`src/rtl/core/esc_pkg.sv`:
```
`timescale 1ns / 1ps

package esc_pkg;

    localparam int unsigned STEP_W = 3;

    localparam logic [31:0] SECS_PER_MIN  = 32'd60;
    localparam logic [31:0] SECS_PER_HOUR = 32'd3600;
    localparam logic [31:0] SECS_PER_DAY  = 32'd86400;
    localparam logic [31:0] SECS_YEAR     = 32'd31536000;
    localparam logic [31:0] SECS_LEAP     = 32'd31622400;
    localparam logic [11:0] FIRST_YEAR    = 12'd1970;
    localparam logic [3:0]  LAST_MONTH    = 4'd12;

    typedef logic [STEP_W-1:0] t_step;

    typedef enum logic [1:0] {
        OP_LOAD,
        OP_LOOP,
        OP_EMIT
    } t_op;

    typedef enum logic [2:0] {
        U_NONE,
        U_YEAR,
        U_MONTH,
        U_DAY,
        U_HOUR,
        U_MIN
    } t_unit;

    typedef struct packed {
        t_op   op;
        t_unit unit;
        t_step next;
    } t_uword;

    localparam t_step STEP_LOAD  = 3'd0;
    localparam t_step STEP_YEAR  = 3'd1;
    localparam t_step STEP_MONTH = 3'd2;
    localparam t_step STEP_DAY   = 3'd3;
    localparam t_step STEP_HOUR  = 3'd4;
    localparam t_step STEP_MIN   = 3'd5;
    localparam t_step STEP_EMIT  = 3'd6;

    function automatic t_uword ucode(input t_step step);
        t_uword w;
        unique case (step)
            STEP_LOAD:  w = '{op: OP_LOAD, unit: U_NONE,  next: STEP_YEAR};
            STEP_YEAR:  w = '{op: OP_LOOP, unit: U_YEAR,  next: STEP_MONTH};
            STEP_MONTH: w = '{op: OP_LOOP, unit: U_MONTH, next: STEP_DAY};
            STEP_DAY:   w = '{op: OP_LOOP, unit: U_DAY,   next: STEP_HOUR};
            STEP_HOUR:  w = '{op: OP_LOOP, unit: U_HOUR,  next: STEP_MIN};
            STEP_MIN:   w = '{op: OP_LOOP, unit: U_MIN,   next: STEP_EMIT};
            STEP_EMIT:  w = '{op: OP_EMIT, unit: U_NONE,  next: STEP_LOAD};
            default:    w = '{op: OP_LOAD, unit: U_NONE,  next: STEP_LOAD};
        endcase
        return w;
    endfunction

    // years in range run 1970 to 2106, so 2100 is the only century to skip
    function automatic logic is_leap(input logic [11:0] year);
        return (year[1:0] == 2'b00) && (year != 12'd2100);
    endfunction

    function automatic logic [31:0] month_secs(input logic [3:0] month, input logic leap);
        logic [31:0] s;
        case (month)
            4'd2:                      s = leap ? 32'd2505600 : 32'd2419200;
            4'd4, 4'd6, 4'd9, 4'd11:   s = 32'd2592000;
            default:                   s = 32'd2678400;
        endcase
        return s;
    endfunction

endpackage

```
`src/rtl/core/epoch_seconds_to_calendar.sv`:
```
`timescale 1ns / 1ps

// channel  | direction | handshake                  | payload
// in       | input     | i_in_valid / o_in_ready    | i_epoch_seconds
// out      | output    | o_out_valid / i_out_ready  | o_year o_month o_day o_hour o_minute o_second
//
// a word is loaded, whole years, months, days, hours and minutes are counted off in turn
// by one shared 32-bit subtract and compare, and the result is then emitted
// the next word is taken while a finished result waits in the output register
// a result stalled at the output holds the sequencer at its final step
// synchronous active-low reset returns the step counter to load and drops o_out_valid

module epoch_seconds_to_calendar (
    input  logic        i_clk,
    input  logic        i_rst_n,
    input  logic        i_in_valid,
    output logic        o_in_ready,
    input  logic [31:0] i_epoch_seconds,
    output logic        o_out_valid,
    input  logic        i_out_ready,
    output logic [11:0] o_year,
    output logic [3:0]  o_month,
    output logic [4:0]  o_day,
    output logic [4:0]  o_hour,
    output logic [5:0]  o_minute,
    output logic [5:0]  o_second
);
    import esc_pkg::*;

    t_step       r_step, n_step;
    t_uword      uw;
    logic [31:0] r_rem, n_rem;
    logic [11:0] r_year, n_year;
    logic [3:0]  r_month, n_month;
    logic [4:0]  r_day, n_day;
    logic [4:0]  r_hour, n_hour;
    logic [5:0]  r_min, n_min;
    logic        r_out_valid, n_out_valid;
    logic [31:0] opnd;
    logic [32:0] diff;
    logic        take;
    logic        out_load;

    assign uw = ucode(r_step);

    always_comb begin
        unique case (uw.unit)
            U_YEAR:  opnd = is_leap(r_year) ? SECS_LEAP : SECS_YEAR;
            U_MONTH: opnd = month_secs(r_month, is_leap(r_year));
            U_DAY:   opnd = SECS_PER_DAY;
            U_HOUR:  opnd = SECS_PER_HOUR;
            U_MIN:   opnd = SECS_PER_MIN;
            default: opnd = SECS_PER_MIN;
        endcase
    end

    assign diff = {1'b0, r_rem} - {1'b0, opnd};
    assign take = (uw.op == OP_LOOP) && !diff[32]
                  && !((uw.unit == U_MONTH) && (r_month == LAST_MONTH));
    assign o_in_ready = (uw.op == OP_LOAD);
    assign out_load = (uw.op == OP_EMIT) && (!r_out_valid || i_out_ready);

    always_comb begin
        n_step      = r_step;
        n_rem       = r_rem;
        n_year      = r_year;
        n_month     = r_month;
        n_day       = r_day;
        n_hour      = r_hour;
        n_min       = r_min;
        n_out_valid = r_out_valid && !i_out_ready;
        unique case (uw.op)
            OP_LOAD: begin
                if (i_in_valid) begin
                    n_rem   = i_epoch_seconds;
                    n_year  = FIRST_YEAR;
                    n_month = 4'd1;
                    n_day   = 5'd1;
                    n_hour  = 5'd0;
                    n_min   = 6'd0;
                    n_step  = uw.next;
                end
            end
            OP_LOOP: begin
                if (take) begin
                    n_rem = diff[31:0];
                    case (uw.unit)
                        U_YEAR:  n_year  = r_year + 12'd1;
                        U_MONTH: n_month = r_month + 4'd1;
                        U_DAY:   n_day   = r_day + 5'd1;
                        U_HOUR:  n_hour  = r_hour + 5'd1;
                        U_MIN:   n_min   = r_min + 6'd1;
                        default: n_rem   = r_rem;
                    endcase
                end else begin
                    n_step = uw.next;
                end
            end
            OP_EMIT: begin
                if (out_load) begin
                    n_out_valid = 1'b1;
                    n_step      = uw.next;
                end
            end
            default: n_step = STEP_LOAD;
        endcase
    end

    always_ff @(posedge i_clk) begin
        if (!i_rst_n) begin
            r_step      <= STEP_LOAD;
            r_out_valid <= 1'b0;
        end else begin
            r_step      <= n_step;
            r_out_valid <= n_out_valid;
        end
        r_rem   <= n_rem;
        r_year  <= n_year;
        r_month <= n_month;
        r_day   <= n_day;
        r_hour  <= n_hour;
        r_min   <= n_min;
        if (out_load) begin
            o_year   <= r_year;
            o_month  <= r_month;
            o_day    <= r_day;
            o_hour   <= r_hour;
            o_minute <= r_min;
            o_second <= r_rem[5:0];
        end
    end

    assign o_out_valid = r_out_valid;

    a_load_starts_year : assert property (@(posedge i_clk) disable iff (!i_rst_n)
        (i_in_valid && o_in_ready) |=> (r_step == STEP_YEAR) && (r_year == FIRST_YEAR))
        else $error("accepted word did not start the year loop");

    a_rem_shrinks : assert property (@(posedge i_clk) disable iff (!i_rst_n)
        (uw.op == OP_LOOP) |=> (r_rem <= $past(r_rem)))
        else $error("remainder grew during a loop step");

    a_day_done : assert property (@(posedge i_clk) disable iff (!i_rst_n)
        (r_step == STEP_HOUR) |-> (r_rem < SECS_PER_DAY))
        else $error("hour loop entered with a full day left");

    a_emit_sets_valid : assert property (@(posedge i_clk) disable iff (!i_rst_n)
        out_load |=> o_out_valid && (o_second == $past(r_rem[5:0])))
        else $error("result load did not raise o_out_valid");

    a_month_range : assert property (@(posedge i_clk) disable iff (!i_rst_n)
        (uw.op == OP_LOOP) |-> (r_month >= 4'd1) && (r_month <= LAST_MONTH))
        else $error("month counter out of range");

endmodule
```
`config.mk`:
```
export PLATFORM = sky130hd
export DESIGN_NAME = epoch_seconds_to_calendar
export DESIGN_NICKNAME = d
export VERILOG_FILES = /design/src/rtl/core/esc_pkg.sv /design/src/rtl/core/epoch_seconds_to_calendar.sv
export SDC_FILE = /design/constraint.sdc
export NUM_CORES = 1
export LEC_CHECK = 0
export ABC_CLOCK_PERIOD_IN_PS = 5400
export BUFFER_PORTS_ARGS = -buffer_cell sky130_fd_sc_hd__buf_2
export CAP_MARGIN = 20
export CORE_ASPECT_RATIO = 0.8
export CORE_MARGIN = 2
export CORE_UTILIZATION = 29
export CTS_CLUSTER_SIZE = 14
export DETAILED_ROUTE_END_ITERATION = 7
export PLACE_DENSITY_LB_ADDON = 0.2
export SLEW_MARGIN = 30
export SYNTH_ARGS = -nofsm -noshare
export SYNTH_HDL_FRONTEND = slang
export SYNTH_SLANG_ARGS = --single-unit
```
`constraint.sdc`:
```
create_clock -name i_clk -period 5.4 [get_ports i_clk]
set_input_delay 0.81 -clock i_clk [delete_from_list [all_inputs] [get_ports i_clk]]
set_output_delay 0.81 -clock i_clk [all_outputs]
set_load 0.1 [all_outputs]
```
# == Yosys cells after proc, flatten, opt, wreduce, memory -nomap -nowiden ==
# Index checks and enable logic that the tools add are counted.
# word_totals
ff_bits,106
elab_cells,109
# classes
n_addsub,6
eq_ne,30
muxes,35
n_reduce_logical,24
# ops
cell,count
one-hot mux 25 bit (4 select lines),1
2-to-1 mux 32 bit,3
one-hot mux 32 bit (2 select lines),1
one-hot mux 8 bit (7 select lines),1
one-hot mux 20 bit (2 select lines),1
2-to-1 mux 12 bit,3
2-to-1 mux 18 bit,2
subtractor 32 x 32 -> 33 bit,1
2-to-1 mux 5 bit,6
one-hot mux 12 bit (2 select lines),1
AND reduction 4 bit,6
one-hot mux 5 bit (2 select lines),2
2-to-1 mux 6 bit,3
equality test 3 bit (second input constant),5
adder 12 x 1 -> 12 bit (second input constant),1
equality test 3 x 2 -> 1 bit (second input constant),4
equality test 4 bit (second input constant),3
2-to-1 mux 4 bit,3
!= test 12 bit (second input constant),1
one-hot mux 6 bit (2 select lines),1
adder 5 x 1 -> 5 bit (second input constant),2
!= test 2 x 1 -> 1 bit (second input constant),5
!= test 2 bit (second input constant),5
2-to-1 mux 3 bit,3
19 further kinds,31

# == Depth between registers and ports, before layout ==
# depth
depth_word,11
mapped_depth,18
ltp_nobuf,17

# == Worst setup path before layout ==
# OpenSTA, ideal clock, no wires.
# synth_timing
kind,register to register
start,register r_year[6]
end,"register r_rem[10], enable pin"
setup_time_ns,0.434
arrival_time_ns,4.465
t_required_ns,4.966
path_slack_ns,0.501
path_stages_with_launch,14
path_buffers,1
synth_period_minus_slack_ns,4.899
path_cell_list,edfxtp_1 nor4_1 nand3_1 o41a_1 a21boi_0 o32ai_1 ha_1 o21a_1 o21ai_1 a21oi_1 nor3_2 o31a_1 buf_4 a32oi_1
# synth_via
elab_chain_cells,11
elab_cells_between_ends,12
# synth_rtl
item,line_no,source
start: declaration,epoch_seconds_to_calendar.sv:33,"logic [11:0] r_year, n_year;"
start signal: assignment,epoch_seconds_to_calendar.sv:118,r_year <= n_year;
!= test 12 bit (*),esc_pkg.sv:63,return (year[1:0] == 2'b00) && (year != 12'd2100);
logical AND 1 bit (*),esc_pkg.sv:63,
2-to-1 mux 18 bit,esc_pkg.sv:69,4'd2: s = leap ? 32'd2505600 : 32'd2419200;
one-hot mux 20 bit (2 select lines),esc_pkg.sv:68,case (month)
one-hot mux 25 bit (4 select lines) (*),epoch_seconds_to_calendar.sv:47,unique case (uw.unit)
subtractor 32 x 32 -> 33 bit (*),epoch_seconds_to_calendar.sv:57,"assign diff = {1'b0, r_rem} - {1'b0, opnd};"
zero test 1 bit (*),epoch_seconds_to_calendar.sv:58,assign take = (uw.op == OP_LOOP) && !diff[32]
logical AND 1 bit (*),epoch_seconds_to_calendar.sv:58,
logical AND 1 bit (*),epoch_seconds_to_calendar.sv:59,&& !((uw.unit == U_MONTH) && (r_month == LAST_MONTH));
!= test 2 bit (no line) (*),-,
AND reduction 4 bit (no line) (*),-,
end signal: assignment,epoch_seconds_to_calendar.sv:117,r_rem <= n_rem;
end: declaration,epoch_seconds_to_calendar.sv:32,"logic [31:0] r_rem, n_rem;"
# Every way passes the cells marked *; elsewhere a longest branch is shown, timed or not.
# A chain may end at the register's enable or synchronous reset.

# == Worst setup path in the final report ==
# layout_timing
start,register r_year[6]
end,"register r_min[3], enable pin"
# layout_via
elab_chain_cells,11
elab_cells_between_ends,12
# layout_rtl
item,line_no,source
!= test 12 bit (*),esc_pkg.sv:63,
logical AND 1 bit (*),esc_pkg.sv:63,
2-to-1 mux 18 bit,esc_pkg.sv:69,
one-hot mux 20 bit (2 select lines),esc_pkg.sv:68,
one-hot mux 25 bit (4 select lines) (*),epoch_seconds_to_calendar.sv:47,
subtractor 32 x 32 -> 33 bit (*),epoch_seconds_to_calendar.sv:57,
zero test 1 bit (*),epoch_seconds_to_calendar.sv:58,
logical AND 1 bit (*),epoch_seconds_to_calendar.sv:58,
logical AND 1 bit (*),epoch_seconds_to_calendar.sv:59,
!= test 2 bit (no line) (*),-,
AND reduction 4 bit (no line) (*),-,
end signal: assignment,epoch_seconds_to_calendar.sv:122,r_min <= n_min;
end: declaration,epoch_seconds_to_calendar.sv:37,"logic [5:0] r_min, n_min;"
# Marked as above.

==> metrics <==
Hold Path Class reg2reg; CTS hold repair buffers 0; Util after Layout 0.3394; FF-to-FF path depth 12; skew final 0.01526 ns; GR Util All Layers 0.1325; Worst path slowest cell o41ai_2; Clock Pin Slew Worst Setup and Hold Paths ~0.080 ns; Synth Flop Type edfxtp_1; ratio of cells with drive above 1 in the final layout 0.1871; Min-Delay Path Depth 0; Slew headroom 0.4957; clock root cell clkbuf_16; WHS approximately 0.42 ns; sequential area share after synthesis 0.5236; PD cells between 700 and 800 mW/mm^2; routed len/inst between 15 and 20 um; Startpoint Class register; routability congestion estimate around 0.87; fin crit share 0.8379; crit-path max cell delay 0.66 ns; Crit Path Class reg2reg; Clock H-tree levels 3; top cell family by delay on the critical path compound AO/OA/AOI/OAI gates; Pwr Total around 5100 uW; Vias/cell 4.979; Post CTS Setup Buffer Count 0; routed via count ~4.5k; RSZ-0062 raised after global routing no; Core ar. 0.02052 mm^2; cell accounting for the most synthesized area edfxtp_1; total of max-cap violations 0; Yosys Warn Count 0; CTS buffer count 9; final setup vio count 0; worst vdd ir between 0.0002 and 0.00025 V; worst setup margin slightly below 0.9 ns; area grow syn2layout 16.03%; Commonest cells post-synth 102 x edfxtp_1, 57 x nand2_1, 52 x o21ai_0; CP arrival about 4.5 ns; Post-synth ARST share 0; largest net degree at the start of global routing 40; CTS Buffer Depth 2; Final min period between 4 and 5 ns; Post-synth EDFFs 102; Final Slew Violations 0; GRT overflow 0; Netlist cell types between 70 and 80; Post-Place Setup Slack 0.9282 ns; Synth Register Bits about 110; Required @ worst endpoint 5.38 ns; R2R setup slack 0.88 ns; first-pass GRT wire length around 23000 um; I/O Buffers 75; Post-DP HPWL about 11000 um; Synth Instances 560; crit-path max FO 11; final setup TNS 0 ns; TritonRoute pass-1 iters 5; hold path endpoint o_second[1]; Initial Utilization 0.2925; hold path start r_rem[1]; Mapped Area ~0.006 mm^2; DRT antenna net count 0; post-CTS sizing 0; WL final 14100 um; # diodes 0; Bufs and invs on worst path 0; share of the synthesized area in the top cell type 0.5102; worst slew pin tran about 0.75 ns; CTS tree done; 1st-iter DRT viols 337; reg2reg end r_min[3]; status complete, no violations; Peak Freq 0.2210 GHz; Hold Vio Cnt, Final 0; crit path capture type register; top cells by area, synth edfxtp_1 51%, ha_1 6.7%, o21ai_0 4.3%; CTS sink cnt 106; I/O pins 76; Synth Area per Inst around 11 um^2; worst-skew pair later-pin latency around 0.36 ns; syn_nets 629; number of global-route vias before repair between 4k and 5k; chip height approximately 130 um; initial antenna violation count 0; Die Area around 0.022 mm^2; Nets 700; critical-path cell list nor4_1 -> nand3_1 -> o41a_1 -> a21boi_0 -> o32ai_1 -> ha_1 -> o21a_1 -> o21ai_1 -> a21oi_1 -> nor3_2 -> o31a_1 -> o41ai_2; most common cell in the netlist edfxtp_1; row count 47; FF-to-FF Start r_year[6]; DR DRC count 0; leakage between 0.002 and 0.003 uW; Die W 164.9 um
[worst register-to-register path: stages, from the launching register on]
cell and delay (ns):
edfxtp_1 0.49, nor4_1 0.32, nand3_1 0.15, o41a_1 0.50, a21boi_0 0.30, o32ai_1 0.19
ha_1 0.37, o21a_1 0.15, o21ai_1 0.09, a21oi_1 0.32, nor3_2 0.13, o31a_1 0.48
o41ai_2 0.66
[where the power goes]
part	total (uW)	switching (uW)	internal, uW
Sequential	1630	237	1390
Combinational	2820	1760	1060
Clock	639	318	321
[worst max path at each step]
stage / slack [ns] / from / end / cells past startpoint
floorplan: 0.50 / r_year[6] / r_rem[10] / 13
global placement: 1.05 / r_year[6] / r_min[4] / 12
detailed placement: 0.93 / r_year[6] / r_min[3] / 12
CTS: 0.89 / r_year[6] / r_min[3] / 12
global route: 0.57 / r_year[6] / r_min[3] / 12
finish: 0.88 / r_year[6] / r_min[3] / 12
[routing by layer]
layer,part of all wire,up-vias,wire (um),global-route usage
met5,0,-,0,0
met4,0.012,0,167,0.03043
met3,0.057,16,802,0.03887
met2,0.45,110,6286,0.2020
met1,0.49,2159,6842,0.1860
li1,-,2221,-,-
[state kept, by name, summed over array words and instances (netlist names)]
| register | cells |
|---|---|
| o_year | 12 |
| o_minute | 6 |
| r_rem | 32 |
| o_out_valid | 1 |
| o_second | 6 |
| r_year | 12 |
| o_day | 5 |
| r_day | 5 |
| r_month | 4 |
| o_month | 4 |
| r_min | 6 |
| o_hour | 5 |
| r_hour | 5 |
| r_step | 3 |
[metrics by stage]
stage | cell area, um^2 | std cells
5_1_grt | 6965 | 905
3_5_place_dp | 6678 | 889
3_3_place_gp | 6678 | 889
6_report | 6965 | 905
2_1_floorplan | 6003 | 560
4_1_cts | 6963 | 905
[cells by family after synthesis]
logic type                 share of synthesized area
buffers and inverters                        0.03022
xor gates and xnor gates                     0.05836
AOI/OAI and AO/OA                             0.1501
DFF                                           0.5236
muxes                                       0.001876
adders and majority gates                    0.07003
and+or+nand+nor                               0.1659
[cells in the final DEF, fill, tap and decap left out, types with 2 or more instances in the layout]
master     synthesis  layout
edfxtp_1         102     102
ha_1              32      32
clkbuf_16          0       9
a211o_1            2       2
or2_2              2       3
nand4b_1           3       3
nor2_1            47      46
buf_4              1       6
inv_6              0       2
xnor2_1           19      19
o21a_1             5       5
o31ai_1            3       3
o21ai_0           52      52
and2_1            12      12
nor4b_1            4       4
xor2_1            21      21
o21ai_2            2       2
dfxtp_1            4       4
o21ai_1            7       7
buf_2              9      75
and3_1             7       7
o31a_1             2       2
nand3b_1           3       3
nor3_2             1       2
nand2_1           57      57
clkinv_4           0       3
nor2b_1            4       4
inv_1             23      23
a31oi_1            2       2
nand3_1           20      20
a21oi_1           23      23
a21boi_0           4       4
nor3b_1            2       2
a211oi_1           7       7
or3_1              3       3
nor4_1             6       6
nor3_1            14      13
nand4_1            9       9
[layout make-up]
class	count	area, um^2
Clock buffer	9	225.2
Clock inverter	7	60.06
Fill cell	2079	13560
Inverter	23	86.33
Multi-Input combinational cell	410	2694
Sequential cell	106	3143
Tap cell	269	336.6
Timing Repair Buffer	81	420.4
No activity file was read; power rests on OpenSTA's default activity.
